## src/sv/kse_pkg.sv

```systemverilog
// Shared types, constants and key code tables for the keypad scan event engine.
`default_nettype none

package kse_pkg;

    // Field widths
    localparam int WORD_W   = 32;
    localparam int EXTRA_W  = 8;
    localparam int CODE_W   = 8;
    localparam int KIND_W   = 3;
    localparam int HCOUNT_W = 2;
    localparam int BITIDX_W = 5;

    // Packed beat widths, rounded up to whole bytes
    localparam int S_DATA_W = 88;
    localparam int M_DATA_W = 32;

    // Codes and status bits
    localparam logic [CODE_W-1:0] NO_CODE       = 8'hff;
    localparam logic [CODE_W-1:0] ST_FN         = 8'h80;
    localparam logic [CODE_W-1:0] ST_LAYOUT     = 8'h40;
    localparam logic [CODE_W-1:0] ST_PRESS      = 8'h02;
    localparam logic [CODE_W-1:0] ST_RELEASE    = 8'h01;
    localparam logic [7:0]        LED_TEST_BYTE = 8'h30;

    // Fn keys are key 15 and key 16, i.e. bit 14 and bit 15
    localparam logic [BITIDX_W-1:0] FN_BIT_A = 5'd14;
    localparam logic [BITIDX_W-1:0] FN_BIT_B = 5'd15;

    // Held count values
    localparam logic [HCOUNT_W-1:0] HELD_NONE   = 2'd0;
    localparam logic [HCOUNT_W-1:0] HELD_SINGLE = 2'd1;
    localparam logic [HCOUNT_W-1:0] HELD_PAIR   = 2'd2;

    typedef enum logic [KIND_W-1:0] {
        EV_NONE           = 3'd0,
        EV_SINGLE_PRESS   = 3'd1,
        EV_PAIR_PRESS     = 3'd2,
        EV_SINGLE_RELEASE = 3'd3,
        EV_PAIR_RELEASE   = 3'd4
    } event_kind_t;

    // Key codes indexed by bit position (key number minus one)
    localparam logic [CODE_W-1:0] CODE_MAIN [32] = '{
        8'h11, 8'h12, 8'h13, 8'h14, 8'h15, 8'h16, 8'h17, 8'h18,
        8'h19, 8'h10, 8'h20, 8'h1b, 8'h30, 8'h31, 8'h35, 8'h21,
        8'h00, 8'h3d, 8'h22, 8'h3a, 8'h35, 8'h33, 8'h21, 8'h32,
        8'h34, 8'h41, 8'h01, 8'h02, 8'h03, 8'h04, 8'h05, 8'hff
    };

    localparam logic [CODE_W-1:0] CODE_ALT [32] = '{
        8'h11, 8'h12, 8'h13, 8'h14, 8'h15, 8'h16, 8'h17, 8'h18,
        8'h19, 8'h10, 8'h20, 8'h1b, 8'h30, 8'h31, 8'h35, 8'h21,
        8'h00, 8'h30, 8'h33, 8'h36, 8'h31, 8'h34, 8'h37, 8'h32,
        8'h35, 8'h41, 8'h01, 8'h02, 8'h03, 8'h04, 8'h05, 8'hff
    };

    // Index of the lowest set bit; zero when no bit is set
    function automatic logic [BITIDX_W-1:0] lowest_set(input logic [WORD_W-1:0] w);
        logic [BITIDX_W-1:0] idx;
        idx = '0;
        for (int i = WORD_W - 1; i >= 0; i--) begin
            if (w[i]) begin
                idx = BITIDX_W'(i);
            end
        end
        return idx;
    endfunction

    // Key code for a bit position in the selected layout
    function automatic logic [CODE_W-1:0] key_code(input logic [BITIDX_W-1:0] idx,
                                                   input logic alt);
        return alt ? CODE_ALT[idx] : CODE_MAIN[idx];
    endfunction

endpackage

`default_nettype wire

```

## src/sv/keypad_scan_event_engine_unit.sv

```systemverilog
// Top level of the keypad scan event engine: input register, event logic, result register.
//
//  channel | dir | handshake          | beat content
//  --------+-----+--------------------+------------------------------------------
//  s_      | in  | s_tvalid/s_tready  | one keypad scan (two reads, host flag)
//  m_      | out | m_tvalid/m_tready  | one result per scan (event, status, keys)
//  cfg_    | in  | cfg_wr_en          | pan_tilt_layout register, no read-back
//
// One scan per cycle sustained while m_ accepts; a scan taken on s_ passes through the
// input register and then the result register to m_. The event logic (two priority
// encoders and the code table) sits between those registers.
// aresetn clears both stage valids, the key state and the layout register.
// A stall on m_ holds the result register; the input register then still takes
// one more beat, and s_tready drops only when both stages are full.
`default_nettype none

module keypad_scan_event_engine_unit
    import kse_pkg::*;
(
    input  wire logic                 aclk,
    input  wire logic                 aresetn,
    // input scan beat
    input  wire logic                 s_tvalid,
    output logic                      s_tready,
    // [31:0] scan_first_word, [39:32] scan_first_extra, [71:40] scan_second_word,
    // [79:72] scan_second_extra, [80] host_running, [87:81] zero
    input  wire logic [S_DATA_W-1:0]  s_tdata,
    // result beat
    output logic                      m_tvalid,
    input  wire logic                 m_tready,
    // [0] bounce, [3:1] event_kind, [4] transmit, [12:5] status_byte,
    // [20:13] first_key, [28:21] second_key, [29] led_test,
    // [30] restart_fn_timer, [31] zero
    output logic [M_DATA_W-1:0]       m_tdata,
    // configuration
    input  wire logic                 cfg_wr_en,
    input  wire logic [0:0]           cfg_wr_data
);

    logic                 in_valid_reg;
    logic [S_DATA_W-1:0]  in_data_reg;
    logic                 out_valid_reg;
    logic [M_DATA_W-1:0]  out_data_reg;
    logic                 advance;

    logic                 layout_reg;
    logic [CODE_W-1:0]    current_code_reg,  current_code_next;
    logic [CODE_W-1:0]    previous_code_reg, previous_code_next;
    logic [CODE_W-1:0]    pair0_reg,         pair0_next;
    logic [CODE_W-1:0]    pair1_reg,         pair1_next;
    logic [HCOUNT_W-1:0]  held_count_reg,    held_count_next;
    logic                 single_held_reg,   single_held_next;
    logic                 pair_held_reg,     pair_held_next;
    logic                 fn_active_reg,     fn_active_next;
    logic [M_DATA_W-1:0]  out_data_next;

    // Unpacked scan fields
    logic [WORD_W-1:0]    w1, w2, rest;
    logic [EXTRA_W-1:0]   x1, x2;
    logic                 run;
    logic                 stable, any0, any1;
    logic [BITIDX_W-1:0]  idx0, idx1;
    logic [CODE_W-1:0]    code0, code1;
    logic                 fn_hit, fn_now;

    assign w1  = in_data_reg[31:0];
    assign x1  = in_data_reg[39:32];
    assign w2  = in_data_reg[71:40];
    assign x2  = in_data_reg[79:72];
    assign run = in_data_reg[80];

    // Handshake: advance when the result register is free or being drained
    assign advance  = in_valid_reg && (!out_valid_reg || m_tready);
    assign s_tready = !in_valid_reg || advance;
    assign m_tvalid = out_valid_reg;
    assign m_tdata  = out_data_reg;

    // Find the first two pressed keys
    assign stable = (w1 == w2) && (x1 == x2);
    assign rest   = w1 & (w1 - WORD_W'(1));
    assign any0   = |w1;
    assign any1   = |rest;
    assign idx0   = lowest_set(w1);
    assign idx1   = lowest_set(rest);
    assign code0  = key_code(idx0, layout_reg);
    assign code1  = key_code(idx1, layout_reg);
    assign fn_hit = (any0 && (idx0 == FN_BIT_A || idx0 == FN_BIT_B)) ||
                    (any1 && (idx1 == FN_BIT_A || idx1 == FN_BIT_B));
    assign fn_now = fn_active_reg || fn_hit;

    // Event decision and next key state
    always_comb begin
        event_kind_t          kind;
        logic [CODE_W-1:0]    status;
        logic [CODE_W-1:0]    k0;
        logic [CODE_W-1:0]    k1;
        logic                 restart;
        logic [CODE_W-1:0]    base;

        current_code_next  = current_code_reg;
        previous_code_next = previous_code_reg;
        pair0_next         = pair0_reg;
        pair1_next         = pair1_reg;
        held_count_next    = held_count_reg;
        single_held_next   = single_held_reg;
        pair_held_next     = pair_held_reg;
        fn_active_next     = fn_active_reg;
        kind    = EV_NONE;
        status  = '0;
        k0      = '0;
        k1      = '0;
        restart = 1'b0;
        base    = (fn_now ? ST_FN : '0) | (layout_reg ? ST_LAYOUT : '0);

        if (!stable) begin
            out_data_next = M_DATA_W'(1);
        end else begin
            fn_active_next = fn_now;
            if (any0 && !any1) begin
                // single key
                if (code0 != NO_CODE && code0 != previous_code_reg && !single_held_reg) begin
                    previous_code_next = current_code_reg;
                    current_code_next  = code0;
                    held_count_next    = HELD_SINGLE;
                    single_held_next   = 1'b1;
                    status = base | ST_PRESS;
                    kind   = EV_SINGLE_PRESS;
                    k0     = code0;
                end
            end else if (any1) begin
                // key pair
                if (code0 != NO_CODE && !pair_held_reg) begin
                    pair0_next      = code0;
                    pair1_next      = code1;
                    held_count_next = HELD_PAIR;
                    pair_held_next  = 1'b1;
                    status = base | ST_PRESS;
                    kind   = EV_PAIR_PRESS;
                    k0     = code0;
                    k1     = code1;
                end
            end else begin
                // empty scan releases what is held
                if ((held_count_reg == HELD_SINGLE && single_held_reg) ||
                    (held_count_reg == HELD_PAIR && pair_held_reg)) begin
                    single_held_next   = 1'b0;
                    pair_held_next     = 1'b0;
                    previous_code_next = NO_CODE;
                    status = base | ST_RELEASE;
                    if (held_count_reg == HELD_SINGLE) begin
                        kind = EV_SINGLE_RELEASE;
                        k0   = current_code_reg;
                    end else begin
                        kind = EV_PAIR_RELEASE;
                        k0   = pair0_reg;
                        k1   = pair1_reg;
                    end
                    fn_active_next = 1'b0;
                    restart        = 1'b1;
                end
            end
            out_data_next = {1'b0, restart, (w1[31:24] == LED_TEST_BYTE), k1, k0, status,
                             (kind != EV_NONE) && run, kind, 1'b0};
        end
    end

    // Input register
    always_ff @(posedge aclk) begin
        if (!aresetn) begin
            in_valid_reg <= 1'b0;
        end else if (s_tready) begin
            in_valid_reg <= s_tvalid;
        end
        if (s_tvalid && s_tready) begin
            in_data_reg <= s_tdata;
        end
    end

    // Result register
    always_ff @(posedge aclk) begin
        if (!aresetn) begin
            out_valid_reg <= 1'b0;
        end else if (advance) begin
            out_valid_reg <= 1'b1;
        end else if (m_tready) begin
            out_valid_reg <= 1'b0;
        end
        if (advance) begin
            out_data_reg <= out_data_next;
        end
    end

    // Layout register
    always_ff @(posedge aclk) begin
        if (!aresetn) begin
            layout_reg <= 1'b0;
        end else if (cfg_wr_en) begin
            layout_reg <= cfg_wr_data[0];
        end
    end

    // Key state, updated as each scan moves to the result register
    always_ff @(posedge aclk) begin
        if (!aresetn) begin
            current_code_reg  <= NO_CODE;
            previous_code_reg <= NO_CODE;
            pair0_reg         <= '0;
            pair1_reg         <= '0;
            held_count_reg    <= HELD_NONE;
            single_held_reg   <= 1'b0;
            pair_held_reg     <= 1'b0;
            fn_active_reg     <= 1'b0;
        end else if (advance) begin
            current_code_reg  <= current_code_next;
            previous_code_reg <= previous_code_next;
            pair0_reg         <= pair0_next;
            pair1_reg         <= pair1_next;
            held_count_reg    <= held_count_next;
            single_held_reg   <= single_held_next;
            pair_held_reg     <= pair_held_next;
            fn_active_reg     <= fn_active_next;
        end
    end

endmodule

`default_nettype wire

```

## config.mk

```make
export PLATFORM = sky130hd
export DESIGN_NAME = keypad_scan_event_engine_unit
export DESIGN_NICKNAME = d
export VERILOG_FILES = /design/src/sv/kse_pkg.sv /design/src/sv/keypad_scan_event_engine_unit.sv
export SDC_FILE = /design/constraint.sdc
export NUM_CORES = 1
export LEC_CHECK = 0
export ABC_AREA = 1
export ABC_CLOCK_PERIOD_IN_PS = 5200
export BUFFER_PORTS_ARGS = -buffer_cell sky130_fd_sc_hd__buf_2
export CAP_MARGIN = 20
export CELL_PAD_IN_SITES_DETAIL_PLACEMENT = 0
export CELL_PAD_IN_SITES_GLOBAL_PLACEMENT = 1
export CORE_MARGIN = 5
export CORE_UTILIZATION = 44
export CTS_BUF_LIST = sky130_fd_sc_hd__clkbuf_8
export DETAILED_ROUTE_END_ITERATION = 16
export PLACE_DENSITY = 0.85
export RECOVER_POWER = 50
export SLEW_MARGIN = 20
export SYNTH_ARGS = -nofsm -noshare
export SYNTH_HDL_FRONTEND = slang
export SYNTH_SLANG_ARGS = --single-unit
```

## constraint.sdc

```tcl
create_clock -name aclk -period 5.2 [get_ports aclk]
set_input_delay 0.52 -clock aclk [delete_from_list [all_inputs] [get_ports aclk]]
set_output_delay 0.52 -clock aclk [all_outputs]
set_load 0.005 [all_outputs]
```

Yosys cells after proc, flatten, opt, wreduce, memory -nomap -nowiden
Memory sizes are Yosys's and may differ from the RTL's. Cells that the tools add are included.

Register bits: 153. Memory bits (read-only): 1024. Memories: 4.

Bitwise logic cells: 6. Reductions and logical operators: 40. Mux-type cells: 119. $lt $le $gt $ge: 2. Equal/unequal tests: 14. Add/sub/neg operators: 1.

Memory list: (no name shown) (words 32, bits a word 8, read ports 1, clocked after memory_dff 0, wr ports 0, RTL line kse_pkg.sv:73) `return alt ? CODE_ALT[idx] : CODE_MAIN[idx];`; (no name shown) (words 32, bits a word 8, read ports 1, clocked after memory_dff 0, wr ports 0, RTL line kse_pkg.sv:73); (no name shown) (words 32, bits a word 8, read ports 1, clocked after memory_dff 0, wr ports 0, RTL line kse_pkg.sv:73); (no name shown) (words 32, bits a word 8, read ports 1, clocked after memory_dff 0, wr ports 0, RTL line kse_pkg.sv:73).

Operator list (count): two-way mux 5 bit (64); two-way mux 8 bit (30); OR reduction 32 bit (2); OR reduction 34 bit (1); AND 32 bit (1); == test 32 bit (1); subtractor 32 x 1 -> 32 bit, second input constant (1); == test 5 x 4 -> 1 bit, second input constant (4); AND reduction 5 bit (4); two-way mux 3 bit (5); two-way mux 1 bit (14); >= comparator 6 bit, second input constant (2); logical AND 1 bit (12); NOT 5 -> 6 bit (2); two-way mux 2 bit (5); nonzero test 2 bit (5); == test 8 x 6 -> 1 bit, second input constant (1); == test 8 bit (1); != test 8 bit (1); != test 8 bit, second input constant (1); OR 8 x 7 -> 8 bit (1); logical OR 1 bit (7); two-way mux 7 bit (1); != test 2 x 1 -> 1 bit, second input constant (3); 8 further kinds (13).

Logic depth before layout (Yosys ltp)
Depth in word-level cells: 45. Gate-level depth with buffers: 52. Mapped depth without buffers: 52.

Worst setup path after synthesis
OpenSTA, ideal clock, no wires.

Kind: register to register. Start: reg in_data_reg[30]. End: reg out_data_reg[12] (netlist: m_tdata[12]), data pin. Clock period less this slack: 3.960 ns. Stages on the path, launching flop included: 50. Slack: 1.240 ns. Data required time: 4.941 ns. Arrival time: 3.701 ns. Cell sequence: edfxtp_1 -> inv_1 -> nand2_1 -> nand2_1 -> nand2_1 -> nand2_1 -> nand2_1 -> nand2_1 -> nand2_1 -> nand2_1 -> nand2_1 -> nand2_1 -> nand2_1 -> nand2_1 -> nand2_1 -> nand2_1 -> nand2_1 -> nand2_1 -> [14 not listed] -> nand2_2 -> inv_1 -> ha_1 -> inv_1 -> nor2_1 -> inv_1 -> nand3_1 -> a21oi_1 -> o21ai_1 -> o211ai_1 -> a21oi_1 -> nand3_1 -> nor2_1 -> nand2_2 -> nand2_4 -> inv_4 -> o21ai_0 -> nor2_1.

Cells in the longest elaborated chain, start to end: 44. Elaborated cells on any way between the ends: 101. Classes of those cells: 1 x add/sub; 7 x eq/ne; 74 x mux; 3 x bitwise; 14 x reduce/logical; 2 x memory.

Ends and longest elaborated chain: from (decl) (RTL line keypad_scan_event_engine_unit.sv:41) `logic [S_DATA_W-1:0] in_data_reg;`; from (signal assigned) (RTL line keypad_scan_event_engine_unit.sv:175) `in_data_reg <= s_tdata;`; subtractor 32 x 1 -> 32 bit (RTL line keypad_scan_event_engine_unit.sv:80) `assign rest = w1 & (w1 - WORD_W'(1));`; AND 32 bit (RTL line keypad_scan_event_engine_unit.sv:80); two-way mux 5 bit (32 in series) (RTL line kse_pkg.sv:63) `if (w[i]) begin`; == test 5 x 4 -> 1 bit (RTL line keypad_scan_event_engine_unit.sv:88) `(any1 && (idx1 == FN_BIT_A || idx1 == FN_BIT_B));`; logical OR 1 bit (RTL line keypad_scan_event_engine_unit.sv:88); logical AND 1 bit (RTL line keypad_scan_event_engine_unit.sv:88); logical OR 1 bit (RTL line keypad_scan_event_engine_unit.sv:87) `assign fn_hit = (any0 && (idx0 == FN_BIT_A || idx0 == FN_BIT_B)) ||`; logical OR 1 bit (RTL line keypad_scan_event_engine_unit.sv:89) `assign fn_now = fn_active_reg || fn_hit;`; two-way mux 8 bit (RTL line keypad_scan_event_engine_unit.sv:113) `base = (fn_now ? ST_FN : '0) | (layout_reg ? ST_LAYOUT : '0);`; OR 8 x 7 -> 8 bit (RTL line keypad_scan_event_engine_unit.sv:113); two-way mux 8 bit (on tied branches) (RTL line keypad_scan_event_engine_unit.sv:144, keypad_scan_event_engine_unit.sv:132); two-way mux 8 bit (RTL line keypad_scan_event_engine_unit.sv:130) `end else if (any1) begin`; two-way mux 8 bit (RTL line keypad_scan_event_engine_unit.sv:119) `if (any0 && !any1) begin`; to (signal assigned) (RTL line keypad_scan_event_engine_unit.sv:189) `out_data_reg <= out_data_next;`; to (decl) (RTL line keypad_scan_event_engine_unit.sv:43) `logic [M_DATA_W-1:0] out_data_reg;`.

Several ways; a longest one is shown, not always the timed one. The select of a mux whose other input is x is not followed. A chain may end at the register's enable or synchronous reset.

Final worst setup path
Start: reg in_data_reg[29]. End: reg pair1_reg[5].

Cells in the longest elaborated chain, start to end: 39. Elaborated cells on any way between the ends: 90. Classes of those cells: 1 x add/sub; 2 x eq/ne; 72 x mux; 4 x bitwise; 7 x reduce/logical; 4 x memory.

Ends and longest elaborated chain: subtractor 32 x 1 -> 32 bit (RTL line keypad_scan_event_engine_unit.sv:80); AND 32 bit (RTL line keypad_scan_event_engine_unit.sv:80); two-way mux 5 bit (32 in series) (RTL line kse_pkg.sv:63); NOT 5 -> 6 bit (implied by the code) (RTL line kse_pkg.sv:73); memory read (32 x 8 bit); two-way mux 8 bit (implied by the code) (2 in series) (RTL line kse_pkg.sv:73); two-way mux 8 bit (RTL line kse_pkg.sv:73); to (signal assigned) (RTL line keypad_scan_event_engine_unit.sv:217) `pair1_reg <= pair1_next;`; to (decl) (RTL line keypad_scan_event_engine_unit.sv:50) `logic [CODE_W-1:0] pair1_reg, pair1_next;`.

Several ways; a longest one is shown, not always the timed one. The select of a mux whose other input is x is not followed.

==> results_dict.tcl <==
set metrics [dict create \
    status "finished clean" \
    reg2regPathDepth 45 \
    ir_drop_mv 0.241 \
    p_leak_uw 0.00402 \
    final_max_slew_viol_count 0 \
    synth_edf_count 107 \
    finalSetupTns_ns 0 \
    required_ns 5.54 \
    synth_area_leader_cell "edfxtp_1" \
    synth_area_mm2 0.00812 \
    clock-root-buffer "clkbuf_8" \
    slew_headroom 0.329 \
    dp_hpwl_um 14700 \
    die_height_um 146 \
    finalHoldViolCount 0 \
    firstDrtPassIters 5 \
    utilization 0.518 \
    synth_ff_type "edfxtp_1" \
    rsz0062_at_grt "false" \
    hold_class "in2reg" \
    fin_crit_sh 0.879 \
    crit_end "pair1_reg[5]$_SDFFE_PN0P_" \
    clock_path_buffers 2 \
    r2r-start "in_data_reg[29]$_DFFE_PP_" \
    critPathMaxFanout 23 \
    max_stage_delay_ns 0.49 \
    critical_path_class "reg2reg" \
    setup.worst_path.end_class "flop" \
    cts_made_buffers 17 \
    drc 0 \
    drive_gt1_frac 0.201 \
    grt_pass1_vias 6367 \
    critPathSlowestCell "edfxtp_1" \
    ant_nets 0 \
    syn_avg_cell_area_um2 8.36 \
    r2r_end "pair1_reg[5]$_SDFFE_PN0P_" \
    ys_warn_count 0 \
    clk_latency_ns 0.46 \
    crit_start "in_data_reg[29]$_DFFE_PP_" \
    wl_um 19200 \
    yosys-top-cells-area "edfxtp_1 (40%), nand2_1 (12%), dfxtp_1 (9.9%)" \
    port_buffers 115 \
    synth.distinct_cells 50 \
    min_path_cells 1 \
    busiest_layer "met2" \
    async_flop_share 0 \
    fill_cells 1715 \
    die_area_mm2 0.0213 \
    layout_min_cycle_time_ns 4.57 \
    wl_per_cell_um 14.3 \
    final_nets 1207 \
    worst-path-buf-inv 4 \
    antenna_cells 0 \
    critPathLaunchType "flop" \
    h-tree-depth 4 \
    seq_area_frac_synth 0.494 \
    grt_max_degree 81 \
    clkTransAtPathRegs_ns 0.09 \
    synth_top_area_share 0.396 \
    r2r_slack_ns 0.63 \
    layout-area-overhead-vs-synth_pct 15.4 \
    fin_skew_ns 0.0154 \
    die-width_um 146 \
    worst_pin_slew_ns 1.01 \
    cts_sinks 147 \
    largest_reg_flops 81 \
    whs_ns 0.230 \
    cts_hold_buf 0 \
    critical_path_depth 45 \
    gp_congestion 0.863 \
    critPathArrivalTime_ns 4.91 \
    cts_tree "yes" \
    grt_overflow 0 \
    coreArea_mm2 0.0181 \
    drtIter0Drc 503 \
    grt_pass1_wl_um 31300 \
    via_count 6631 \
    crit_top_cell "nand2_1" \
    pwr_density_cell_mw_per_mm2 267 \
    syn_inst 972 \
    met2_usage 0.298 \
    synth_common_cells "nand2_1 (251), inv_1 (111), edfxtp_1 (107)" \
    setup_viol 0 \
    fmax_mhz 219 \
    ys_ff_latch 147 \
    ios 128 \
    met1_usage 0.243 \
    initial_core_util 0.449 \
    avgViaCountPerCell 4.94 \
    grt_usage 0.181 \
    crit_family "simple AND/OR/NAND/NOR gates" \
    maxCapViolations 0 \
    rows 49 \
    synth.most_common_cell "nand2_1" \
    antenna_found_initial 0 \
    met3_usage 0.0455 \
]
==> placed cells by master (no fill, tap or decap), drive strengths merged, types with 2 or more instances in the layout <==
| cell type | instances |
|---|---|
| dfxtp | 40 |
| inv | 136 |
| o21ai | 67 |
| o21a | 5 |
| buf | 118 |
| nand3 | 59 |
| nor4 | 5 |
| clkinvlp | 2 |
| o31ai | 5 |
| nand4 | 9 |
| conb | 5 |
| a22oi | 3 |
| o21bai | 4 |
| nor3 | 6 |
| o22ai | 7 |
| nand3b | 4 |
| nand2 | 273 |
| nor2 | 96 |
| o211ai | 5 |
| clkinv | 4 |
| edfxtp | 107 |
| xor2 | 4 |
| a21oi | 59 |
| ha | 14 |
| a31oi | 6 |
| clkbuf | 30 |
| xnor2 | 30 |
==> area by class of cell <==
type	count	area [um2]	area share
sequential	147	4010	0.428
tap	229	287	0.0306
timing repair buffer	131	679	0.0725
clock inverter	15	161	0.0172
multi-input combinational	674	3510	0.375
clock buffer	17	234	0.0250
inverter	128	484	0.0517
==> how the worst min path moves through the flow <==
| stage | startpoint | to | slack [ns] |
|---|---|---|---|
| 2_1_floorplan | pair1_reg[2]$_SDFFE_PN0P_ | pair1_reg[2]$_SDFFE_PN0P_ | 0.42 |
| 3_3_place_gp | pair1_reg[2]$_SDFFE_PN0P_ | pair1_reg[2]$_SDFFE_PN0P_ | 0.43 |
| 3_5_place_dp | pair1_reg[2]$_SDFFE_PN0P_ | pair1_reg[2]$_SDFFE_PN0P_ | 0.44 |
| 4_1_cts | s_tdata[74] | in_data_reg[74]$_DFFE_PP_ | 0.21 |
| 5_1_grt | s_tdata[15] | in_data_reg[15]$_DFFE_PP_ | 0.19 |
| 6_report | s_tdata[27] | in_data_reg[27]$_DFFE_PP_ | 0.23 |
==> metal layers <==
layer | vias to the layer above | share of wire
met5 | - | 0
met4 | 0 | 0.0099
met3 | 20 | 0.059
met2 | 192 | 0.46
met1 | 2968 | 0.47
li1 | 3451 | -
==> power breakdown <==
group          internal [uW]  total [uW]  switching (uW)  leakage (uW)
logic                    103         260             157       0.00248
registers               1310        1350            36.5       0.00134
clock network            400         898             498      0.000199
total                   1810        2500             692       0.00402
==> through the flow <==
| stage | total power, uW | setup WS, ns | std cells | cell area [um2] |
|---|---|---|---|---|
| after floorplan | 1540 | 1.24 | 976 | 8140 |
| after global placement | 1630 | 0.528 | 1301 | 8910 |
| after detailed placement | 1630 | 0.488 | 1301 | 8910 |
| after CTS | 2520 | 0.470 | 1333 | 9310 |
| after global routing | 2620 | 0.00247 | 1341 | 9370 |
| final | 2500 | 0.630 | 1341 | 9370 |
==> cells by family after synthesis <==
group / synth area share
XOR/XNOR: 0.0367
flip-flops: 0.494
other: 0.000462
AO/OA/AOI/OAI: 0.120
buffers and inverters: 0.0782
adder cells (fa/ha/maj): 0.0216
AND/OR/NAND/NOR: 0.249
==> worst register-to-register path: cells and delay by family, from the launching register on <==
family / cells / cell delay [ns]
DFF: 1 / 0.49
adders and majority gates: 1 / 0.21
buffers and inverters: 4 / 0.48
and+or+nand+nor: 35 / 2.32
AOI/OAI and AO/OA: 5 / 0.96
==> timing repair <==
action	4_1_cts	5_1_grt
buffers inserted	0	8
resized for setup	0	8
endpoints found under the setup margin	0	44
(Power assumes the default switching activity.)
